## src/hw/rtl/positional_pid_speed_controller_defines.svh

```systemverilog
// assertion macros shared by the speed controller rtl
`ifndef POSITIONAL_PID_SPEED_CONTROLLER_DEFINES_SVH
`define POSITIONAL_PID_SPEED_CONTROLLER_DEFINES_SVH

// consequent must hold in the same cycle as the antecedent
`define PPSC_ASSERT_SAME(label, ante, cons, msg) \
    label: assert property (@(posedge clk) disable iff (!rst_n) (ante) |-> (cons)) \
        else $error(msg);

// consequent must hold in the cycle after the antecedent
`define PPSC_ASSERT_NEXT(label, ante, cons, msg) \
    label: assert property (@(posedge clk) disable iff (!rst_n) (ante) |=> (cons)) \
        else $error(msg);

`endif

```

## src/hw/rtl/ppsc_pkg.sv

```systemverilog
// shared types, widths and register codes of the speed controller
`timescale 1ns / 1ps
`default_nettype none

package ppsc_pkg;

    localparam int SPEED_W     = 16;
    localparam int GAIN_W      = 16;
    localparam int LIMIT_W     = 15;
    localparam int ERR_W       = SPEED_W + 1;
    localparam int DIFF_W      = ERR_W + 1;
    localparam int SUM_W       = 16;
    localparam int FRAC_BITS   = 8;
    localparam int PKP_W       = GAIN_W + 1 + ERR_W;
    localparam int PKI_W       = GAIN_W + 1 + SUM_W;
    localparam int PKD_W       = GAIN_W + 1 + DIFF_W;
    localparam int ACC_W       = PKD_W + 2;
    localparam int QUO_W       = ACC_W - FRAC_BITS;
    localparam int CFG_INDEX_W = 3;
    localparam int CFG_DATA_W  = 16;

    // reset values of the configuration registers
    localparam logic [GAIN_W-1:0]  KP_RESET   = 16'd25600;
    localparam logic [GAIN_W-1:0]  KI_RESET   = 16'd51;
    localparam logic [GAIN_W-1:0]  KD_RESET   = 16'd0;
    localparam logic               IEN_RESET  = 1'b1;
    localparam logic [LIMIT_W-1:0] ILIM_RESET = 15'd15000;
    localparam logic [LIMIT_W-1:0] OLIM_RESET = 15'd10000;

    // configuration register indexes
    typedef enum logic [CFG_INDEX_W-1:0] {
        REG_KP_GAIN         = 3'd0,
        REG_KI_GAIN         = 3'd1,
        REG_KD_GAIN         = 3'd2,
        REG_INTEGRAL_ENABLE = 3'd3,
        REG_INTEGRAL_LIMIT  = 3'd4,
        REG_OUTPUT_LIMIT    = 3'd5
    } reg_index_t;

    typedef struct packed {
        logic [GAIN_W-1:0] kp;
        logic [GAIN_W-1:0] ki;
        logic [GAIN_W-1:0] kd;
    } gains_t;

    typedef struct packed {
        logic               integral_enable;
        logic [LIMIT_W-1:0] integral_limit;
    } integ_cfg_t;

    typedef struct packed {
        logic signed [ERR_W-1:0]  err;
        logic signed [DIFF_W-1:0] diff;
        logic signed [SUM_W-1:0]  isum;
    } terms_t;

    typedef struct packed {
        logic signed [PKP_W-1:0] p_kp;
        logic signed [PKI_W-1:0] p_ki;
        logic signed [PKD_W-1:0] p_kd;
    } products_t;

endpackage

`default_nettype wire

```

## src/hw/rtl/ppsc_if.sv

```systemverilog
// handshake channels of the speed controller: speed samples in, drive values out
`timescale 1ns / 1ps
`default_nettype none

interface ppsc_sample_if;
    import ppsc_pkg::*;

    logic                      valid;
    logic                      ready;
    logic signed [SPEED_W-1:0] target_speed;
    logic signed [SPEED_W-1:0] measured_speed;

    modport source (output valid, output target_speed, output measured_speed, input ready);
    modport sink   (input valid, input target_speed, input measured_speed, output ready);
endinterface


`default_nettype wire

```

## src/hw/rtl/ppsc_front.sv

```systemverilog
// error, derivative difference and clamped integrator, first pipeline stage
`timescale 1ns / 1ps
`default_nettype none

`include "positional_pid_speed_controller_defines.svh"

module ppsc_front (
    input  logic                clk,
    input  logic                rst_n,
    input  ppsc_pkg::integ_cfg_t icfg,
    ppsc_sample_if.sink         sample,
    output logic                terms_valid,
    input  logic                terms_ready,
    output ppsc_pkg::terms_t    terms
);
    import ppsc_pkg::*;

    logic                      valid_reg;
    logic                      valid_next;
    logic signed [ERR_W-1:0]   last_error_reg;
    logic signed [SUM_W-1:0]   sum_reg;
    logic signed [SUM_W-1:0]   sum_next;
    terms_t                    terms_reg;
    logic                      fire;
    logic signed [ERR_W-1:0]   err;
    logic signed [DIFF_W-1:0]  diff;
    logic signed [DIFF_W-1:0]  sum_wide;
    logic signed [DIFF_W-1:0]  lim_wide;
    logic signed [DIFF_W-1:0]  neg_lim;
    logic signed [SUM_W-1:0]   sum_clamped;

    // accept a beat when the stage is empty or drains this cycle
    assign sample.ready = !valid_reg || terms_ready;
    assign fire         = sample.valid && sample.ready;

    // error and its change since the last sample
    assign err  = {sample.target_speed[SPEED_W-1], sample.target_speed}
                - {sample.measured_speed[SPEED_W-1], sample.measured_speed};
    assign diff = {err[ERR_W-1], err} - {last_error_reg[ERR_W-1], last_error_reg};

    // integrator add and symmetric clamp
    assign sum_wide = {{(DIFF_W-SUM_W){sum_reg[SUM_W-1]}}, sum_reg}
                    + {err[ERR_W-1], err};
    assign lim_wide = {{(DIFF_W-LIMIT_W){1'b0}}, icfg.integral_limit};
    assign neg_lim  = -lim_wide;

    always_comb
    begin
        if (sum_wide > lim_wide)
        begin
            sum_clamped = lim_wide[SUM_W-1:0];
        end
        else if (sum_wide < neg_lim)
        begin
            sum_clamped = neg_lim[SUM_W-1:0];
        end
        else
        begin
            sum_clamped = sum_wide[SUM_W-1:0];
        end
    end

    // next values of stage valid and integrator
    always_comb
    begin
        valid_next = valid_reg;
        if (fire)
        begin
            valid_next = 1'b1;
        end
        else if (terms_ready)
        begin
            valid_next = 1'b0;
        end
        sum_next = sum_reg;
        if (fire && icfg.integral_enable)
        begin
            sum_next = sum_clamped;
        end
    end

    // controller state and stage valid
    always_ff @(posedge clk or negedge rst_n)
    begin
        if (!rst_n)
        begin
            valid_reg      <= 1'b0;
            last_error_reg <= '0;
            sum_reg        <= '0;
        end
        else
        begin
            valid_reg <= valid_next;
            sum_reg   <= sum_next;
            if (fire)
            begin
                last_error_reg <= err;
            end
        end
    end

    // stage payload, integral operand zero while integration is off
    always_ff @(posedge clk)
    begin
        if (fire)
        begin
            terms_reg.err  <= err;
            terms_reg.diff <= diff;
            terms_reg.isum <= icfg.integral_enable ? sum_clamped : '0;
        end
    end

    assign terms_valid = valid_reg;
    assign terms       = terms_reg;

    // integrator stays inside the limit and holds while disabled
    `PPSC_ASSERT_NEXT(a_sum_in_limit, fire && icfg.integral_enable,
        (sum_reg <= $signed({1'b0, $past(icfg.integral_limit)}))
        && (sum_reg >= -$signed({1'b0, $past(icfg.integral_limit)})),
        "integrator outside its limit")
    `PPSC_ASSERT_NEXT(a_sum_held, fire && !icfg.integral_enable,
        sum_reg == $past(sum_reg), "integrator moved while disabled")
    `PPSC_ASSERT_NEXT(a_integral_zero, fire && !icfg.integral_enable,
        terms_reg.isum == '0, "integral operand not zero while disabled")

endmodule

`default_nettype wire

```

## src/flat_wrapper.sv

```systemverilog
// flat-port wrapper written by rule: the top's interface ports become plain ports
module ppsc_front_flat import ppsc_pkg::*;
  (clk, rst_n, icfg, terms_valid, terms_ready, terms, sample_valid, sample_target_speed, sample_measured_speed, sample_ready);
  ppsc_sample_if sample_i ();
  input  logic clk;
  input  logic rst_n;
  input  ppsc_pkg::integ_cfg_t icfg;
  output logic terms_valid;
  input  logic terms_ready;
  output ppsc_pkg::terms_t terms;
  input wire logic [$bits(sample_i.valid)-1:0] sample_valid;
  input wire logic [$bits(sample_i.target_speed)-1:0] sample_target_speed;
  input wire logic [$bits(sample_i.measured_speed)-1:0] sample_measured_speed;
  output wire logic [$bits(sample_i.ready)-1:0] sample_ready;
  assign sample_i.valid = sample_valid;
  assign sample_i.target_speed = sample_target_speed;
  assign sample_i.measured_speed = sample_measured_speed;
  assign sample_ready = sample_i.ready;
  ppsc_front u_core (.clk(clk), .rst_n(rst_n), .icfg(icfg), .sample(sample_i), .terms_valid(terms_valid), .terms_ready(terms_ready), .terms(terms));
endmodule
```

## config.mk

```make
export PLATFORM = sky130hd
export DESIGN_NAME = ppsc_front_flat
export DESIGN_NICKNAME = d
export VERILOG_FILES = /design/src/hw/rtl/ppsc_pkg.sv /design/src/hw/rtl/ppsc_if.sv /design/src/hw/rtl/ppsc_front.sv /design/src/flat_wrapper.sv
export VERILOG_INCLUDE_DIRS = /design/src /design/src/hw/rtl
export SDC_FILE = /design/constraint.sdc
export NUM_CORES = 1
export LEC_CHECK = 0
export BUFFER_PORTS_ARGS = -buffer_cell sky130_fd_sc_hd__buf_4
export CELL_PAD_IN_SITES_DETAIL_PLACEMENT = 0
export CELL_PAD_IN_SITES_GLOBAL_PLACEMENT = 1
export CORE_MARGIN = 2
export CORE_UTILIZATION = 45
export DETAILED_ROUTE_END_ITERATION = 10
export PLACE_DENSITY = 0.87
export SLEW_MARGIN = 20
export SYNTH_ARGS = -nofsm -noshare
export SYNTH_HDL_FRONTEND = slang
export SYNTH_SLANG_ARGS = --single-unit
```

## constraint.sdc

```tcl
create_clock -name clk -period 4.9 [get_ports clk]
set_clock_uncertainty 0.05 [all_clocks]
set_input_delay 0 -clock clk [delete_from_list [all_inputs] [get_ports clk]]
set_output_delay 0 -clock clk [all_outputs]
set_load 0.005 [all_outputs]
```

Yosys cells after proc, flatten, opt, wreduce, memory -nomap -nowiden
Index checks and enable logic that the tools add are counted.
{"block": "totals", "register_bits": 85, "input_bits": 52, "out_inout_bits": 53, "elab_cells": 21}
{"block": "op_classes", "addsub": 4, "magnitude_cmp": 2, "muxes": 4, "n_reduce_logical": 5}
{"operator": "two-way mux 16 bit", "count": 2}
{"operator": "adder 16 x 17 -> 18 bit", "count": 1}
{"operator": "greater-than comparator 18 x 16 -> 1 bit", "count": 1}
{"operator": "< comparator 18 bit", "count": 1}
{"operator": "negation 15 -> 18 bit", "count": 1}
{"operator": "subtractor 17 x 17 -> 18 bit", "count": 1}
{"operator": "subtractor 16 x 16 -> 17 bit", "count": 1}
{"operator": "logical AND 1 bit", "count": 2}
{"operator": "two-way mux 1 bit", "count": 2}
{"operator": "nonzero test 2 bit", "count": 1}
{"operator": "logical NOT 1 bit", "count": 1}
{"operator": "logical OR 1 bit", "count": 1}

Logic depth before layout (Yosys ltp)
{"block": "depth", "word_depth": 5, "depth_mapped": 31, "mapped_depth_nobuf": 29}

Least setup slack after synthesis
OpenSTA, ideal clock, no wires.
{"block": "synth_timing", "kind": "input to register", "start": "in sample_target_speed[0]", "end": "reg u_core.terms_reg (netlist bit u_core.terms[2]), data pin", "arrival_time_ns": 5.230, "required_time_ns": 4.595, "path_slack_ns": -0.635, "stages": 29, "path_buffers": 2, "cell_sequence": "inv_1 -> ha_1 -> fa_1 -> nor2b_1 -> o21ai_0 -> a21boi_0 -> o21a_1 -> o21ai_0 -> a21oi_1 -> o21ai_0 -> a211oi_1 -> ha_1 -> a21o_1 -> a21o_1 -> and2_1 -> o41ai_1 -> nand2b_1 -> nand2_1 -> ha_1 -> nand2_1 -> o41ai_1 -> a41o_1 -> inv_1 -> a31oi_1 -> o311a_1 -> buf_2 -> buf_2 -> o211ai_1 -> and3_1"}
{"block": "synth_via", "elab_chain_cells": 5, "word_cells_on_any_way": 6, "classes_between": "2 x add/sub; 2 x order compare; 2 x mux"}
{"item": "start, declared", "line": "flat_wrapper.sv:12", "text": "input wire logic [$bits(sample_i.target_speed)-1:0] sample_target_speed;"}
{"item": "subtractor 16 x 16 -> 17 bit (*)", "line": "ppsc_front.sv:38", "text": "- {sample.measured_speed[SPEED_W-1], sample.measured_speed};"}
{"item": "named net u_core.err[10]", "line": "ppsc_front.sv:25", "text": "logic signed [ERR_W-1:0] err;"}
{"item": "adder 16 x 17 -> 18 bit (*)", "line": "ppsc_front.sv:43", "text": "+ {err[ERR_W-1], err};"}
{"item": "< comparator 18 bit", "line": "ppsc_front.sv:53", "text": "else if (sum_wide < neg_lim)"}
{"item": "two-way mux 16 bit", "line": "ppsc_front.sv:53"}
{"item": "two-way mux 16 bit (*)", "line": "ppsc_front.sv:49", "text": "if (sum_wide > lim_wide)"}
{"item": "end, declared", "line": "ppsc_front.sv:23", "text": "terms_t terms_reg;"}
The timed path passes the listed nets; every way through them passes the cells marked *.
A chain may end at the register's enable or synchronous reset.

Worst setup path after layout
{"block": "layout_timing", "start": "in sample_target_speed[0]", "end": "reg u_core.terms_reg (netlist bit u_core.terms[11]), data pin"}
Same word-level chain as after synthesis.

==> impl_summary.md <==
Layout
The number of nets at the end of the flow is 1,096. The layout overhead on the synthesized area is 42.0%. The final standard cell utilization of the core is 0.659. The antenna diode count is 0. The register with the most flip-flops in the layout has between 50 and 60 of them.

In the final layout, the share of cells above drive strength 1 is 0.364. The layout has between 1,000 and 1,500 filler cells.

Place
The count of port buffers added during placement is about 100. Routability-driven placement finished with a final weighted congestion of between 0.9 and 1. After legalization and detailed placement, the total HPWL measured around 15,000 µm.

STA
For this run, the top clock speed supported by timing is 194 MHz. The final setup slack of the worst path is -0.259 ns. The time the final worst path needs with I/O delays and setup is between 5 and 6 ns. Setup repair after global routing could not meet its margin everywhere. The actual transition at the worst max-transition pin is ~0.96 ns. The final-report setup violation count is 32. Dividing the final minimum period by the clock period gives 1.05. The worst slew margin relative to its limit is 0.362. The hold violation count in the final report was 0. The number of max-slew violations in the final report is 0.

Floorplanning
The area of the die is ~16,000 µm². The total number of placement rows is 44. From bottom edge to top edge, the die measures 127 µm. The placeable core area is about 15,000 µm².

For this configuration, the core starts out at a cell density of 0.464. The chip width is approximately 130 µm. For this design the top-level I/O count stands at ~110.

Logic synthesis
The mean cell area of the mapped netlist is roughly 9.3 µm². The synthesis warning total is 0. The cell with the most instances after synthesis is ha_1. The netlist area before placement is about 7000 µm². The synthesized netlist cell count is roughly 730. For this run, the register share of the synthesized area comes to 0.350. The number of synthesized flops with an enable pin is a little over 50. In the synthesized netlist the dominant register cell turns out to be edfxtp_1. The fraction of registers with async set or reset after synthesis is 0.400.

The largest area contributor in the synthesized netlist is edfxtp_1. The number of nets produced by synthesis is 867. The netlist uses just under 70 different library cells.

Counting instances in the post-synthesis netlist gives the leading cell types as 81 x ha_1, 66 x inv_1, 66 x nand2_1, 57 x nor2_1, 51 x edfxtp_1. The number of register bits inferred by synthesis is 85. The area fraction of the dominant cell type after synthesis is 0.225. After synthesis, the cell types taking the most area are edfxtp_1 23%, ha_1 15%, dfrtp_1 13%, xnor2_1 4.3%, inv_1 3.6%.

CTS
Counting every sink on the clock net gives between 80 and 90. No sink is reached through more buffers than the 2 on the longest clock path. The root buffer cell chosen for the clock tree is clkbuf_16.

The number of clock buffers added by TritonCTS is 9. The H-tree was split into 3 levels. The clock tree from TritonCTS is built. The clock transition at the registers of the reported paths is approximately 0.070 ns. At the later pin of the worst-skew pair, clock insertion delay measures 0.33 ns.

Power
The highest ir drop seen on vdd is between 0.0005 and 0.0006 V. Of the total power, combinational logic draws 0.764. The internal portion of the total power is between 4 and 5 mW. Of the total power, the clock network draws 0.087. The share of total power dissipated in sequential elements is 0.149. The static leakage is between 4 and 5 nW. The power per cell area is roughly 810 nW/µm². The total net switching power is about 3.3 mW.

The completed layout was analyzed and its total power is between 7 and 8 mW. Of the total power, the share spent switching nets is 0.423.

Detailed routing
The final layout contains routed wiring with a total length of 20,100 µm. The average routed wire per standard cell is between 15 and 20 µm. After the first detailed-routing iteration, the DRC count stood at 426.

In this run the remaining antenna-violating nets after routing total 0. In the routed design, unresolved DRC markers number 0. Across all layers, the routed design uses between 6,000 and 7,000 vias. The detailed-routing iteration count for the pre-antenna-repair pass is 5.

The via density per instance is between 5 and 6.

Setup path
The critical path is of the in2reg type. The worst-path cell with the longest stage delay is fa_2. The worst register-to-register path begins at u_core.sum_reg[0]. The cell family contributing the most delay on the critical path is compound AO/OA/AOI/OAI gates. For the worst setup path, the data arrival time is around 5.2 ns. The data required time of the worst path is between 4 and 5 ns.

The launching instance or port of the critical path is sample_target_speed[0]. The highest cell delay on the worst timing path is 0.39 ns. STA classifies the critical path startpoint as an input port. The type of destination of the critical path is a flip-flop.

The number of buffers and inverters on the critical path is 4. Of all nets on the critical path, the largest fanout is 7.

Outcome
The final reports fail on setup timing. The flow ran to the end, but the final reports show violations.

Worst hold path
The worst hold path begins at icfg[8]. The worst hold path belongs to the class in2reg.

Global routing
The number of antenna violations at the first check in global routing came to 0. The maximum number of pins on one net before global-route repair is between 40 and 50. The first global-routing pass estimated 31,700 µm of wire.

The residual overflow from global routing is 0. Across every metal layer, demand over resource in global routing totals 0.247. The via count of the first global-routing pass is ~6,400.

Flow run
The max-capacitance violation count is 0.
[worst register-to-register path, stage by stage, from the launching register on]
cell and delay (ns):
dfrtp_1 0.35, ha_1 0.18, inv_1 0.06, fa_1 0.39, nor2b_1 0.16, o21ai_0 0.16
and2_4 0.19, o21bai_1 0.19, xor2_1 0.29, ha_1 0.33, a21oi_2 0.15, a21boi_1 0.07
o31a_1 0.31, o41ai_4 0.26, o31ai_1 0.13, a311oi_1 0.24, o2111a_2 0.26, or2_4 0.17
bufbuf_16 0.28, nand2_1 0.08, and3_1 0.20
[power groups by stage]
| stage | clock network (mW) | registers (mW) | logic (mW) |
|---|---|---|---|
| 3_3_place_gp | 0 | 1.17 | 4.48 |
| 3_5_place_dp | 0 | 1.18 | 4.59 |
| 6_report | 0.682 | 1.17 | 5.99 |
| 5_1_grt | 0.720 | 1.18 | 6.41 |
| 4_1_cts | 0.689 | 1.17 | 5.57 |
| 2_1_floorplan | 0 | 1.15 | 2.88 |
[metrics by stage]
step | hold WS (ns) | instances | setup WS [ns] | cell area [µm²] | setup TNS (ns)
finish | 0.0198 | 1149 | -0.259 | 9650 | -5.05
global route | 0.0285 | 1149 | -0.458 | 9650 | -12.17
CTS | 0.0237 | 1147 | -0.216 | 9480 | -4.16
detailed placement | -0.0563 | 1102 | -0.795 | 8610 | -21.06
global placement | -0.0554 | 1102 | -0.612 | 8610 | -16.06
floorplan | -0.346 | 731 | -0.0847 | 6940 | -0.569
[per-layer routing]
metal  GRT usage  part of all wire  up-vias
met1       0.321              0.44     3069
met3      0.0321             0.050       34
met4      0.0866             0.025        0
li1            -                 -     3105
met2       0.426              0.49      202
met5           0                 0        -
[cell type report]
| class | count | area, µm² | share of cell area |
|---|---|---|---|
| Clock buffer | 9 | 225 | 0.0233 |
| Inverter | 68 | 268 | 0.0277 |
| Timing Repair Buffer | 231 | 1880 | 0.194 |
| Clock inverter | 7 | 66.3 | 0.00687 |
| Tap cell | 184 | 230 | 0.0238 |
| Multi-Input combinational cell | 565 | 4600 | 0.477 |
| Sequential cell | 85 | 2380 | 0.247 |
[repair_timing]
| action | 4_1_cts | 5_1_grt |
|---|---|---|
| pin swaps | 33 | 20 |
| hold endpoints to repair | 37 | 0 |
| gates resized for setup | 63 | 37 |
| gates cloned | 3 | 1 |
| setup endpoints to repair | 32 | 32 |
| hold buffers | 5 | 0 |
| setup buffers | 23 | 4 |
[cell families after synthesis]
group,after synthesis,synth area share
mux,19,0.0291
flops,85,0.350
simple gates,238,0.176
compound gates,180,0.183
buf+inv,81,0.0473
fa+ha+maj,85,0.159
xor+xnor,43,0.0554
[final timing paths]
| kind | end | slack [ns] | cells past startpoint |
|---|---|---|---|
| worst min-delay path | u_core.sum_reg[8] | 0.02 | 3 |
| min in group asynchronous | u_core.sum_reg[1] | 0.13 | 2 |
| worst max-delay path | u_core.terms[11] | -0.26 | 29 |
| max in group asynchronous | u_core.last_error_reg[10] | 4.32 | 2 |
| worst max register to register | u_core.terms[11] | 0.17 | 20 |
| worst min register to register | u_core.last_error_reg[15] | 0.46 | 1 |
[placed cells by master, fill, tap and decap left out, types with 5 or more instances in the layout]
cell	n
a21oi_1	26
nand2b_1	10
edfxtp_1	51
inv_1	64
nand4_1	6
mux2i_1	11
ha_4	5
o21a_1	12
nand2_2	6
a21o_1	13
nor3_1	9
buf_6	6
nor2_2	6
xor2_1	8
dfrtp_1	34
o21ai_0	30
a21oi_2	10
buf_4	213
a31o_2	11
o21ai_1	6
nand2_1	58
xnor2_1	29
dlygate4sd3_1	5
nor2b_1	23
nor2_1	50
ha_1	75
and3_1	16
nand3_1	13
or3_1	8
o31ai_1	6
clkbuf_16	10
No activity file was read; power rests on OpenSTA's default activity.
