==> src/hw/rtl/positional_pid_speed_controller_defines.svh <==
// assertion macros shared by the speed controller rtl
`ifndef POSITIONAL_PID_SPEED_CONTROLLER_DEFINES_SVH
`define POSITIONAL_PID_SPEED_CONTROLLER_DEFINES_SVH

// consequent must hold in the same cycle as the antecedent
`define PPSC_ASSERT_SAME(label, ante, cons, msg) \
    label: assert property (@(posedge clk) disable iff (!rst_n) (ante) |-> (cons)) \
        else $error(msg);

// consequent must hold in the cycle after the antecedent
`define PPSC_ASSERT_NEXT(label, ante, cons, msg) \
    label: assert property (@(posedge clk) disable iff (!rst_n) (ante) |=> (cons)) \
        else $error(msg);

`endif

==> src/hw/rtl/ppsc_pkg.sv <==
// shared types, widths and register codes of the speed controller
`timescale 1ns / 1ps
`default_nettype none

package ppsc_pkg;

    localparam int SPEED_W     = 16;
    localparam int GAIN_W      = 16;
    localparam int LIMIT_W     = 15;
    localparam int ERR_W       = SPEED_W + 1;
    localparam int DIFF_W      = ERR_W + 1;
    localparam int SUM_W       = 16;
    localparam int FRAC_BITS   = 8;
    localparam int PKP_W       = GAIN_W + 1 + ERR_W;
    localparam int PKI_W       = GAIN_W + 1 + SUM_W;
    localparam int PKD_W       = GAIN_W + 1 + DIFF_W;
    localparam int ACC_W       = PKD_W + 2;
    localparam int QUO_W       = ACC_W - FRAC_BITS;
    localparam int CFG_INDEX_W = 3;
    localparam int CFG_DATA_W  = 16;

    // reset values of the configuration registers
    localparam logic [GAIN_W-1:0]  KP_RESET   = 16'd25600;
    localparam logic [GAIN_W-1:0]  KI_RESET   = 16'd51;
    localparam logic [GAIN_W-1:0]  KD_RESET   = 16'd0;
    localparam logic               IEN_RESET  = 1'b1;
    localparam logic [LIMIT_W-1:0] ILIM_RESET = 15'd15000;
    localparam logic [LIMIT_W-1:0] OLIM_RESET = 15'd10000;

    // configuration register indexes
    typedef enum logic [CFG_INDEX_W-1:0] {
        REG_KP_GAIN         = 3'd0,
        REG_KI_GAIN         = 3'd1,
        REG_KD_GAIN         = 3'd2,
        REG_INTEGRAL_ENABLE = 3'd3,
        REG_INTEGRAL_LIMIT  = 3'd4,
        REG_OUTPUT_LIMIT    = 3'd5
    } reg_index_t;

    typedef struct packed {
        logic [GAIN_W-1:0] kp;
        logic [GAIN_W-1:0] ki;
        logic [GAIN_W-1:0] kd;
    } gains_t;

    typedef struct packed {
        logic               integral_enable;
        logic [LIMIT_W-1:0] integral_limit;
    } integ_cfg_t;

    typedef struct packed {
        logic signed [ERR_W-1:0]  err;
        logic signed [DIFF_W-1:0] diff;
        logic signed [SUM_W-1:0]  isum;
    } terms_t;

    typedef struct packed {
        logic signed [PKP_W-1:0] p_kp;
        logic signed [PKI_W-1:0] p_ki;
        logic signed [PKD_W-1:0] p_kd;
    } products_t;

endpackage

`default_nettype wire

==> src/hw/rtl/ppsc_if.sv <==
// handshake channels of the speed controller: speed samples in, drive values out
`timescale 1ns / 1ps
`default_nettype none


interface ppsc_drive_if;
    import ppsc_pkg::*;

    logic                      valid;
    logic                      ready;
    logic signed [SPEED_W-1:0] drive_value;

    modport source (output valid, output drive_value, input ready);
    modport sink   (input valid, input drive_value, output ready);
endinterface

`default_nettype wire

==> src/hw/rtl/ppsc_sat.sv <==
// sum of products, scale toward zero and output saturation, result register
`timescale 1ns / 1ps
`default_nettype none

`include "positional_pid_speed_controller_defines.svh"

module ppsc_sat (
    input  logic                        clk,
    input  logic                        rst_n,
    input  logic [ppsc_pkg::LIMIT_W-1:0] output_limit,
    input  logic                        prod_valid,
    output logic                        prod_ready,
    input  ppsc_pkg::products_t         products,
    ppsc_drive_if.source                drive
);
    import ppsc_pkg::*;

    logic                      valid_reg;
    logic                      valid_next;
    logic signed [SPEED_W-1:0] drive_reg;
    logic signed [SPEED_W-1:0] drive_next;
    logic                      load;
    logic signed [ACC_W-1:0]   acc;
    logic signed [ACC_W-1:0]   biased;
    logic signed [QUO_W-1:0]   quo;
    logic signed [QUO_W-1:0]   lim_wide;
    logic signed [QUO_W-1:0]   neg_lim;

    // result register takes a beat when empty or when the sink takes one
    assign prod_ready = !valid_reg || drive.ready;
    assign load       = prod_valid && prod_ready;

    // sum of the three terms
    assign acc = {{(ACC_W-PKP_W){products.p_kp[PKP_W-1]}}, products.p_kp}
               + {{(ACC_W-PKI_W){products.p_ki[PKI_W-1]}}, products.p_ki}
               + {{(ACC_W-PKD_W){products.p_kd[PKD_W-1]}}, products.p_kd};

    // divide by 256 truncating toward zero: bias negatives before the shift
    assign biased = acc + {{(ACC_W-FRAC_BITS){1'b0}}, {FRAC_BITS{acc[ACC_W-1]}}};
    assign quo    = biased[ACC_W-1:FRAC_BITS];

    // symmetric output saturation
    assign lim_wide = {{(QUO_W-LIMIT_W){1'b0}}, output_limit};
    assign neg_lim  = -lim_wide;

    always_comb
    begin
        if (quo > lim_wide)
        begin
            drive_next = lim_wide[SPEED_W-1:0];
        end
        else if (quo < neg_lim)
        begin
            drive_next = neg_lim[SPEED_W-1:0];
        end
        else
        begin
            drive_next = quo[SPEED_W-1:0];
        end
    end

    always_comb
    begin
        valid_next = valid_reg;
        if (load)
        begin
            valid_next = 1'b1;
        end
        else if (drive.ready)
        begin
            valid_next = 1'b0;
        end
    end

    always_ff @(posedge clk or negedge rst_n)
    begin
        if (!rst_n)
        begin
            valid_reg <= 1'b0;
        end
        else
        begin
            valid_reg <= valid_next;
        end
    end

    always_ff @(posedge clk)
    begin
        if (load)
        begin
            drive_reg <= drive_next;
        end
    end

    assign drive.valid       = valid_reg;
    assign drive.drive_value = drive_reg;

    // a loaded result never exceeds the output limit
    `PPSC_ASSERT_NEXT(a_drive_in_limit, load,
        (drive_reg <= $signed({1'b0, $past(output_limit)}))
        && (drive_reg >= -$signed({1'b0, $past(output_limit)})),
        "drive value outside the output limit")

endmodule

`default_nettype wire

==> src/flat_wrapper.sv <==
// flat-port wrapper written by rule: the top's interface ports become plain ports
module ppsc_sat_flat import ppsc_pkg::*;
  (clk, rst_n, output_limit, prod_valid, prod_ready, products, drive_valid, drive_drive_value, drive_ready);
  ppsc_drive_if drive_i ();
  input  logic clk;
  input  logic rst_n;
  input  logic [ppsc_pkg::LIMIT_W-1:0] output_limit;
  input  logic prod_valid;
  output logic prod_ready;
  input  ppsc_pkg::products_t products;
  output wire logic [$bits(drive_i.valid)-1:0] drive_valid;
  output wire logic [$bits(drive_i.drive_value)-1:0] drive_drive_value;
  input wire logic [$bits(drive_i.ready)-1:0] drive_ready;
  assign drive_valid = drive_i.valid;
  assign drive_drive_value = drive_i.drive_value;
  assign drive_i.ready = drive_ready;
  ppsc_sat u_core (.clk(clk), .rst_n(rst_n), .output_limit(output_limit), .prod_valid(prod_valid), .prod_ready(prod_ready), .products(products), .drive(drive_i));
endmodule
==> config.mk <==
export PLATFORM = sky130hd
export DESIGN_NAME = ppsc_sat_flat
export DESIGN_NICKNAME = d
export VERILOG_FILES = /design/src/hw/rtl/ppsc_pkg.sv /design/src/hw/rtl/ppsc_if.sv /design/src/hw/rtl/ppsc_sat.sv /design/src/flat_wrapper.sv
export VERILOG_INCLUDE_DIRS = /design/src /design/src/hw/rtl
export SDC_FILE = /design/constraint.sdc
export NUM_CORES = 1
export LEC_CHECK = 0
export BUFFER_PORTS_ARGS = -buffer_cell sky130_fd_sc_hd__buf_4
export CAP_MARGIN = 25
export CELL_PAD_IN_SITES_DETAIL_PLACEMENT = 0
export CELL_PAD_IN_SITES_GLOBAL_PLACEMENT = 1
export CORE_MARGIN = 2
export CORE_UTILIZATION = 36
export CTS_CLUSTER_SIZE = 12
export DETAILED_ROUTE_END_ITERATION = 6
export HOLD_SLACK_MARGIN = 0.12
export PLACE_DENSITY = 0.85
export SETUP_SLACK_MARGIN = 0.02
export SYNTH_ARGS = -nofsm -noshare
export SYNTH_HDL_FRONTEND = slang
export SYNTH_SLANG_ARGS = --single-unit
export TNS_END_PERCENT = 1
==> constraint.sdc <==
create_clock -name clk -period 2.9 [get_ports clk]
set_input_delay 0.58 -clock clk [delete_from_list [all_inputs] [get_ports clk]]
set_output_delay 0.58 -clock clk [all_outputs]
set_load 0.01 [all_outputs]
Word-level counts from Yosys, hierarchy flattened
Cells that the tools add are included.
{"block": "totals", "reg_bits": 17, "latchBits": 0, "mem_bits_rw": 0, "mem_bits_ro": 0, "wordCells": 17, "memories": 0}
{"block": "classes", "add_sub_neg": 4, "mul": 0, "div": 0, "order_cmp": 2, "n_eq_ne": 0, "n_shift": 0, "muxes": 4, "bitwise_logic": 0, "reduce_logical": 4}
{"cell": "$add A37 B37 Y37", "n": 1}
{"cell": "$add A37 B8 Y37", "n": 1}
{"cell": "$add A34 B33 Y35", "n": 1}
{"cell": "$gt A29 B16 Y1", "n": 1}
{"cell": "$lt A29 B29 Y1", "n": 1}
{"cell": "$neg A15 Y29", "n": 1}
{"cell": "$mux W16", "n": 1}
{"cell": "$mux W15", "n": 1}
{"cell": "$mux W1", "n": 2}
{"cell": "$reduce_bool A2 Y1", "n": 1}
{"cell": "$logic_and A1 B1 Y1", "n": 1}
{"cell": "$logic_not A1 Y1", "n": 1}
{"cell": "$logic_or A1 B1 Y1", "n": 1}

Depth between registers and ports, before layout
Gate-level depths: netlist of run 1.
{"block": "logic_depth", "ltp_word": 6, "mapped_depth": 47, "mapped_depth_nobuf": 45}

Least setup slack after synthesis of run 1
No wires, ideal clock.
{"block": "synth_path", "path_kind": "in2reg", "startpoint": "input port products[36] (netlist bit)", "endpoint": "register u_core.drive_reg[11] (netlist: u_core.drive.drive_value[11]), data pin", "setup_ns": 0.256, "t_arrival_ns": 9.542, "slack_ns": -6.898, "cell_stages": 44, "path_cell_list": "ha_1 > a21o_1 > a21oi_1 > o21bai_1 > a21oi_1 > o21ai_0 > a41oi_1 > a2111oi_0 > nor3_1 > o41ai_1 > a21o_1 > a21o_1 > a31oi_1 > xnor2_1 > ha_1 > clkbuf_1 > nand4_1 > nor3_1 > [... 8 more ...] > nor4_2 > nand3_2 > nor3_1 > xnor2_1 > ha_1 > a21o_1 > a211o_1 > a211oi_1 > o211ai_1 > nor2_1 > a21oi_1 > a211oi_1 > mux2i_1 > a32o_1 > a211oi_2 > buf_6 > mux2_1 > o22a_1"}
{"block": "synth_between", "elab_chain_cells": 6, "word_cells_on_any_way": 7}
{"item": "start, declared", "line_no": "flat_wrapper.sv:10", "rtl": "input ppsc_pkg::products_t products;"}
{"item": "$add A34 B33 Y35 *", "line_no": "ppsc_sat.sv:35", "rtl": "+ {{(ACC_W-PKI_W){products.p_ki[PKI_W-1]}}, products.p_ki}"}
{"item": "$add A37 B37 Y37 *", "line_no": "ppsc_sat.sv:36", "rtl": "+ {{(ACC_W-PKD_W){products.p_kd[PKD_W-1]}}, products.p_kd};"}
{"item": "$add A37 B8 Y37 *", "line_no": "ppsc_sat.sv:39", "rtl": "assign biased = acc + {{(ACC_W-FRAC_BITS){1'b0}}, {FRAC_BITS{acc[ACC_W-1]}}};"}
{"item": "$lt A29 B29 Y1", "line_no": "ppsc_sat.sv:52", "rtl": "else if (quo < neg_lim)"}
{"item": "$mux W16", "line_no": "ppsc_sat.sv:52"}
{"item": "$mux W15 *", "line_no": "ppsc_sat.sv:48", "rtl": "if (quo > lim_wide)"}
{"item": "named net u_core.drive_next[11]", "line_no": "ppsc_sat.sv:21", "rtl": "logic signed [SPEED_W-1:0] drive_next;"}
{"item": "end signal, assigned", "line_no": "ppsc_sat.sv:91", "rtl": "drive_reg <= drive_next;"}
{"item": "end, declared", "line_no": "ppsc_sat.sv:20", "rtl": "logic signed [SPEED_W-1:0] drive_reg;"}
Mark *: on every way through the listed nets, which the timed path passes. The rest lies on a longest branch.
A chain may end at the register's enable or synchronous reset.

Worst setup path after layout of run 1
{"block": "layout_path", "startpoint": "input port products[35] (netlist bit)", "endpoint": "register u_core.drive_reg[11] (netlist: u_core.drive.drive_value[11]), data pin"}
Same word-level chain as after synthesis.

==> summary.md, run 1 <==
| Metric | Value |
|---|---|
| Ys flop type | `edfxtp_1` |
| P_sw | `approximately 0.0029 W` |
| Number of synthesized register bits | `17` |
| Initial Util | `between 30% and 40%` |
| ANT nets after route | `0` |
| Setup violators final | `16` |
| Hold path depth | `2` |
| IR drop worst, VDD | `roughly 0.00024 V` |
| Asr flop ratio synth | `5.88%` |
| Num ports | `approximately 140` |
| Fmax | `0.110 GHz` |
| RSZ-0062 raised after global routing | `true` |
| Warnings from Yosys | `0` |
| Hold Path Sink | `u_core.drive.valid$_DFFE_PN0P_` |
| Clock share of power | `4.2%` |
| Max reg flops | `16` |
| Layout cells sized above 1 | `41.5%` |
| CTS tree | `done` |
| Commonest cells after routing, fill and taps aside | `502 x buf_4, 108 x ha_1, 81 x nor2_1` |
| Port bufs | `138` |
| Drt first pass iters | `5` |
| Clk root buf | `clkbuf_16` |
| Clk slew on worst S/H paths | `50 ps` |
| Syn Area/Cell | `7.41 um2` |
| GRT Util Overall | `21.0%` |
| Core Region | `0.0188 mm2` |
| Share of the synthesized area in the top cell type | `between 20% and 30%` |
| Fin crit period | `9090 ps` |
| FF-to-FF End | `u_core.drive.drive_value[1]$_DFFE_PP_` |
| Final Cycle Share | `313%` |
| Initial antenna violation count | `0` |
| Worst slew pin tran | `834 ps` |
| Leak | `5.58 nW` |
| Most common library cell in the layout ignoring fill and taps | `buf_4` |
| DRC | `0` |
| Wirelength per Cell | `around 13 um` |
| Net Count, Synth | `1164` |
| Num CTS Buffers | `3` |
| Iteration-0 DRC Markers | `slightly above 500` |
| Crit-path most repeated cell | `a21oi_2` |
| Post-DP HPWL | `between 15000 and 20000 um` |
| Internal power | `0.00358 W` |
| Pwr Density | `574 mW/mm2` |
| Arrival time worst endpoint | `about 9100 ps` |
| Post-synth EDFFs | `16` |
| Highest-delay cell along the critical path | `o41a_1` |
| Top cells by area, synth | `ha_1 20%, xnor2_1 7.6%, edfxtp_1 7.0%` |
| Failing checks | `setup timing` |
| CP peak stage delay | `360 ps` |
| DR vias | `8651` |
| Fin area | `0.0114 mm2` |
| CTS max path bufs | `2` |
| GP Congestion | `0.905` |
| Die area | `0.0203 mm2` |
| Hold_ws | `525 ps` |
| Crit end category | `flip-flop` |
| Via density | `5.25` |
| Netlist cell types | `85` |
| Vias in the first global route | `slightly above 8000` |
| Area after DPL | `0.0108 mm2` |
| Pre-CTS setup slack | `-6760 ps` |
| Clock sink count | `17` |
| Relative slew slack | `44.0%` |
| First-pass GRT wire length | `36600 um` |
| Max Transition Viols Final | `0` |
| Final WS setup | `-6190 ps` |
| Startpoint types | `primary input` |
| Mapped Area | `0.00689 mm2` |
| Hold Fails Final Rpt | `0` |
| Worst r2r src | `u_core.drive.valid$_DFFE_PN0P_` |
| Pin count of the biggest net entering global routing | `19` |
| CP Class | `in -> reg` |
| Die Ht | `142 um` |
| Std-Cell Rows | `50` |
| Synthesized instance count | `930` |
| Nets | `approximately 1700` |
| Hold/Removal Path Class | `in -> reg` |
| Worst reg2reg path depth | `2` |
| H-tree depth | `1` |
| Total routed wirelength | `21900 um` |
| Worst path required time | `~2900 ps` |
| Sequential element share of the synthesized area | `about 7.3%` |
| N_diodes | `0` |
| Finished Layout Cells | `roughly 1600` |
| Clk Latency, worst-skew pair | `between 200 and 300 ps` |
| Comb power frac | `90.5%` |
| Clock skew | `3.34 ps` |
| Critical-path maximum fanout | `8` |
| Synth area leader | `ha_1` |
| Placed Cells | `1620` |
| Status | `finished with violations` |
| Reg2reg setup slack | `about 1400 ps` |
| Grt total ovfl | `0` |
| Die W | `142 um` |
| Sw frac | `45.1%` |
| P&R area growth vs syn | `64.9%` |
| Max cap viols | `0` |
| Hold path start | `prod_valid` |
| Sequential share of power | `5.3%` |
per-layer routing:
metal / track usage, % / vias to the layer above / part of all wire [%]
met3: 0.606 / 23 / 3.6
met5: 0 / - / 0
met1: 28.0 / 3925 / 46
li1: - / 4491 / -
met2: 38.0 / 212 / 49
met4: 4.27 / 0 / 1.8
synthesized netlist by cell type, drive strengths merged, types with 4 or more instances:
master     n
edfxtp    16
o211a      4
nand3     27
o211ai    10
nand2b    12
a21o      36
mux2i     13
o22a       4
nor2b     16
o221ai     4
and3      11
a211o      4
inv       46
nand4     26
mux2       5
nor3      38
buf        7
xor2      29
xnor2     60
o31ai      4
nor3b      4
nand2     61
ha       111
and2       5
clkbuf    22
a21oi     80
o41ai      4
or4        5
a211oi    12
o21ai     55
or3        4
o31a       4
nor4      10
o22ai      8
o21bai    10
a2111oi    4
a31oi     18
nor2      84
o21a      16
area by class of cell:
class                      count  area (um2)
sequential                    17         505
inverter                      46         173
clock inverter                 1        5.00
clock buffer                   3        75.1
multi-input combinational    838        6430
fill                        1695        7400
tap                          234         293
timing repair buffer         510        3880
worst max path at each step:
stage                             from                                      to  slack, ps
after floorplan           products[35]  u_core.drive.drive_value[11]$_DFFE_PP_      -5930
after global placement    products[36]  u_core.drive.drive_value[10]$_DFFE_PP_      -6440
after detailed placement  products[36]   u_core.drive.drive_value[3]$_DFFE_PP_      -6760
after CTS                 products[36]  u_core.drive.drive_value[11]$_DFFE_PP_      -6000
after global routing      products[35]   u_core.drive.drive_value[4]$_DFFE_PP_      -6700
final                     products[35]  u_core.drive.drive_value[11]$_DFFE_PP_      -6190
through the flow:
| step | TNS (ps) | power [W] | util, % |
|---|---|---|---|
| floorplan | -92360 | 0.00352 | - |
| global placement | -101790 | 0.00582 | 57.7 |
| detailed placement | -106360 | 0.00595 | 57.7 |
| CTS | -94490 | 0.00636 | 59.2 |
| global route | -105580 | 0.00714 | 60.5 |
| finish | -97360 | 0.00653 | 60.5 |
power by group through the flow:
stage | sequential (W) | clock, W | combinational (W)
global placement | 0.000352 | 0 | 0.00547
CTS | 0.000348 | 0.000278 | 0.00573
floorplan | 0.000374 | 0 | 0.00315
detailed placement | 0.000353 | 0 | 0.00560
global route | 0.000351 | 0.000290 | 0.00650
finish | 0.000348 | 0.000275 | 0.00590
logic make-up (layout without fill, tap and decap cells):
family                     after synthesis  count (layout)  synth area share (%)
and+or+nand+nor                        312             312                  23.1
AOI/OAI and AO/OA                      306             306                  30.0
muxes                                   18              18                  2.70
buffers and inverters                   75             560                  4.83
DFF                                     17              17                  7.33
adders and majority gates              113             113                  20.7
xor gates and xnor gates                89              89                  11.3
critical path, delay by kind of cell:
| kind | cells | cell delay (ps) |
|---|---|---|
| multiplexers | 2 | 370 |
| AO/OA/AOI/OAI | 25 | 4290 |
| buffers and inverters | 5 | 680 |
| AND/OR/NAND/NOR | 9 | 1570 |
| adder cells (fa/ha/maj) | 5 | 1310 |
| XOR/XNOR | 2 | 270 |
what timing repair did:
item,CTS,global route
setup buffers,11,13
setup endpoints to repair,16,16
hold endpoints to repair,1,0
gates resized for setup,21,31
hold buffers,1,0
pin swaps,46,50
Note: power is estimated with default switching activity, not from simulation.
==> run 2: changes to the inputs <==
--- a/config.mk
+++ b/config.mk
@@ -12,11 +12,14 @@
 export CELL_PAD_IN_SITES_GLOBAL_PLACEMENT = 1
 export CORE_MARGIN = 2
 export CORE_UTILIZATION = 36
+export CTS_BUF_LIST = sky130_fd_sc_hd__clkbuf_4
+export CTS_CLUSTER_DIAMETER = 200
 export CTS_CLUSTER_SIZE = 12
 export DETAILED_ROUTE_END_ITERATION = 6
 export HOLD_SLACK_MARGIN = 0.12
 export PLACE_DENSITY = 0.85
 export SETUP_SLACK_MARGIN = 0.02
+export SKIP_LAST_GASP = 1
 export SYNTH_ARGS = -nofsm -noshare
 export SYNTH_HDL_FRONTEND = slang
 export SYNTH_SLANG_ARGS = --single-unit
==> run 2 against run 1 <==
The flow still finishes with violations (setup timing); clock power decreased by 55%; die area unchanged; critical path depth decreased by 2; utilization decreased by 0.68 points; clock skew increased by 9.9 ps; critical path type unchanged; highest routed layer unchanged.
==> summary.md, run 2 (synthesis results as in run 1) <==
| Metric | Value |
|---|---|
| Status | `finished with violations` |
| Failing checks | `setup timing` |
| Final Cycle Share | `313%` |
| RSZ-0062 raised after global routing | `true` |
| Hold Fails Final Rpt | `0` |
| Drt first pass iters | `5` |
| Crit-path most repeated cell | `a21oi_2` |
| Clock sink count | `17` |
| Wirelength per Cell | `about 13 um` |
| Arrival time worst endpoint | `approximately 9100 ps` |
| Max cap viols | `0` |
| Overall Power | `0.00631 W` |
| Initial antenna violation count | `0` |
| Sw frac | `45.8%` |
| Internal power | `0.00342 W` |
| IR drop worst, VDD | `0.000238 V` |
| CTS tree | `done` |
| Via density | `~5.3` |
| Relative slew slack | `43.6%` |
| Num ports | `139` |
| Final WS setup | `-6170 ps` |
| Clock share of power | `2.0%` |
| Core Region | `0.0188 mm2` |
| Startpoint types | `primary input` |
| Grt total ovfl | `0` |
| Comb power frac | `between 90% and 100%` |
| Worst slew pin tran | `841 ps` |
| Fin crit period | `9070 ps` |
| Leak | `5.52 nW` |
| Die Ht | `142 um` |
| Pwr Density | `between 500 and 600 mW/mm2` |
| Most common library cell in the layout ignoring fill and taps | `buf_4` |
| ANT nets after route | `0` |
| Initial Util | `36.7%` |
| GRT Util Overall | `20.9%` |
| Max reg flops | `16` |
| Area after DPL | `0.0108 mm2` |
| Die W | `approximately 140 um` |
| Total routed wirelength | `21800 um` |
| Worst path required time | `about 3000 ps` |
| N_diodes | `0` |
| Hold/Removal Path Class | `in -> reg` |
| Die area | `0.0203 mm2` |
| Hold_ws | `478 ps` |
| Layout cells sized above 1 | `between 40% and 50%` |
| DR vias | `8669` |
| Fmax | `0.110 GHz` |
| Nets | `~1600` |
| Pin count of the biggest net entering global routing | `19` |
| P&R area growth vs syn | `63.0%` |
| Clk Latency, worst-skew pair | `290 ps` |
| CTS max path bufs | `2` |
| Clock skew | `~13 ps` |
| Setup TNS | `-96850 ps` |
| Commonest cells after routing, fill and taps aside | `500 x buf_4, 108 x ha_1, 82 x nor2_1` |
| Highest-delay cell along the critical path | `o41a_1` |
| Vias in the first global route | `just over 8000` |
| Fin area | `between 0.01 and 0.015 mm2` |
| Placed Cells | `roughly 1600` |
| First-pass GRT wire length | `36500 um` |
| H-tree depth | `1` |
| Setup violators final | `16` |
| CP peak stage delay | `360 ps` |
| CP Class | `in -> reg` |
| Port bufs | `138` |
| Std-Cell Rows | `50` |
| Finished Layout Cells | `1647` |
| P_sw | `slightly below 0.003 W` |
| DRC | `0` |
| Post-DP HPWL | `18800 um` |
| Crit end category | `flip-flop` |
| Sequential share of power | `5.5%` |
| Clk slew on worst S/H paths | `110 ps` |
| Num CTS Buffers | `3` |
| GP Congestion | `0.905` |
| Critical-path maximum fanout | `8` |
| Max Transition Viols Final | `0` |
| Iteration-0 DRC Markers | `~450` |
| Clk root buf | `clkbuf_4` |
run 2: changes by cell type in the layout (fill, tap and decap cells not counted), moves of 2 or more:
| cell | before | now |
|---|---|---|
| o21ai_1 | 15 | 12 |
| o21ai_0 | 36 | 39 |
| buf_4 | 502 | 500 |
| a211oi_2 | 6 | 3 |
| a211oi_1 | 5 | 8 |
| xnor2_1 | 58 | 60 |
| clkbuf_16 | 3 | 0 |
| clkbuf_4 | 0 | 3 |
| xnor2_2 | 2 | 0 |
run 2: path summary, 6_finish.rpt:
kind | start | end | slack (ps) | cells after the start
worst max-delay path | products[35] | u_core.drive.drive_value[11]$_DFFE_PP_ | -6170 | 46
worst min-delay path | prod_valid | u_core.drive.valid$_DFFE_PN0P_ | 480 | 2
worst max register to register | u_core.drive.valid$_DFFE_PN0P_ | u_core.drive.drive_value[11]$_DFFE_PP_ | 1410 | 2
worst min register to register | u_core.drive.valid$_DFFE_PN0P_ | u_core.drive.valid$_DFFE_PN0P_ | 550 | 2
max in group asynchronous | rst_n | u_core.drive.valid$_DFFE_PN0P_ | 2240 | 2
min in group asynchronous | rst_n | u_core.drive.valid$_DFFE_PN0P_ | 580 | 2
run 2: metal layers:
layer	track usage [%]	share of wire (%)	vias up
met5	0	0	-
met4	3.23	1.4	0
met3	0.673	4.2	16
met2	38.3	49	240
met1	27.7	45	3928
li1	-	-	4485
run 2: worst max-delay path: cells and delay by family:
family | cells | cell delay, ps
compound gates | 24 | 4090
simple gates | 9 | 1820
mux | 2 | 370
buf+inv | 4 | 500
xor+xnor | 2 | 340
fa+ha+maj | 5 | 1390
run 2: final cells by class:
class / count / area, um2
Inverter: 46 / 173
Multi-Input combinational cell: 838 / 6370
Clock buffer: 3 / 22.5
Fill cell: 1721 / 7530
Timing Repair Buffer: 508 / 3870
Tap cell: 234 / 293
Sequential cell: 17 / 505
Clock inverter: 1 / 5.00
run 2: power groups by stage:
stage / Clock [W] / Sequential, W / Combinational [W]
6_report: 0.000125 / 0.000347 / 0.00584
3_3_place_gp: 0 / 0.000352 / 0.00547
2_1_floorplan: 0 / 0.000374 / 0.00315
5_1_grt: 0.000141 / 0.000350 / 0.00643
4_1_cts: 0.000126 / 0.000347 / 0.00571
3_5_place_dp: 0 / 0.000353 / 0.00560
run 2: timing repair:
| action | CTS | global route |
|---|---|---|
| endpoints found under the setup margin | 16 | 16 |
| hold buffers | 1 | 0 |
| setup buffers | 11 | 12 |
| hold endpoints to repair | 1 | 0 |
| gates resized for setup | 16 | 22 |
| pin swaps | 40 | 44 |
run 2: per-stage QoR:
stage,setup slack [ps],utilization (%)
after global routing,-6640,59.9
after detailed placement,-6760,57.7
final,-6170,59.9
after floorplan,-5930,-
after global placement,-6440,57.7
after CTS,-5980,58.8
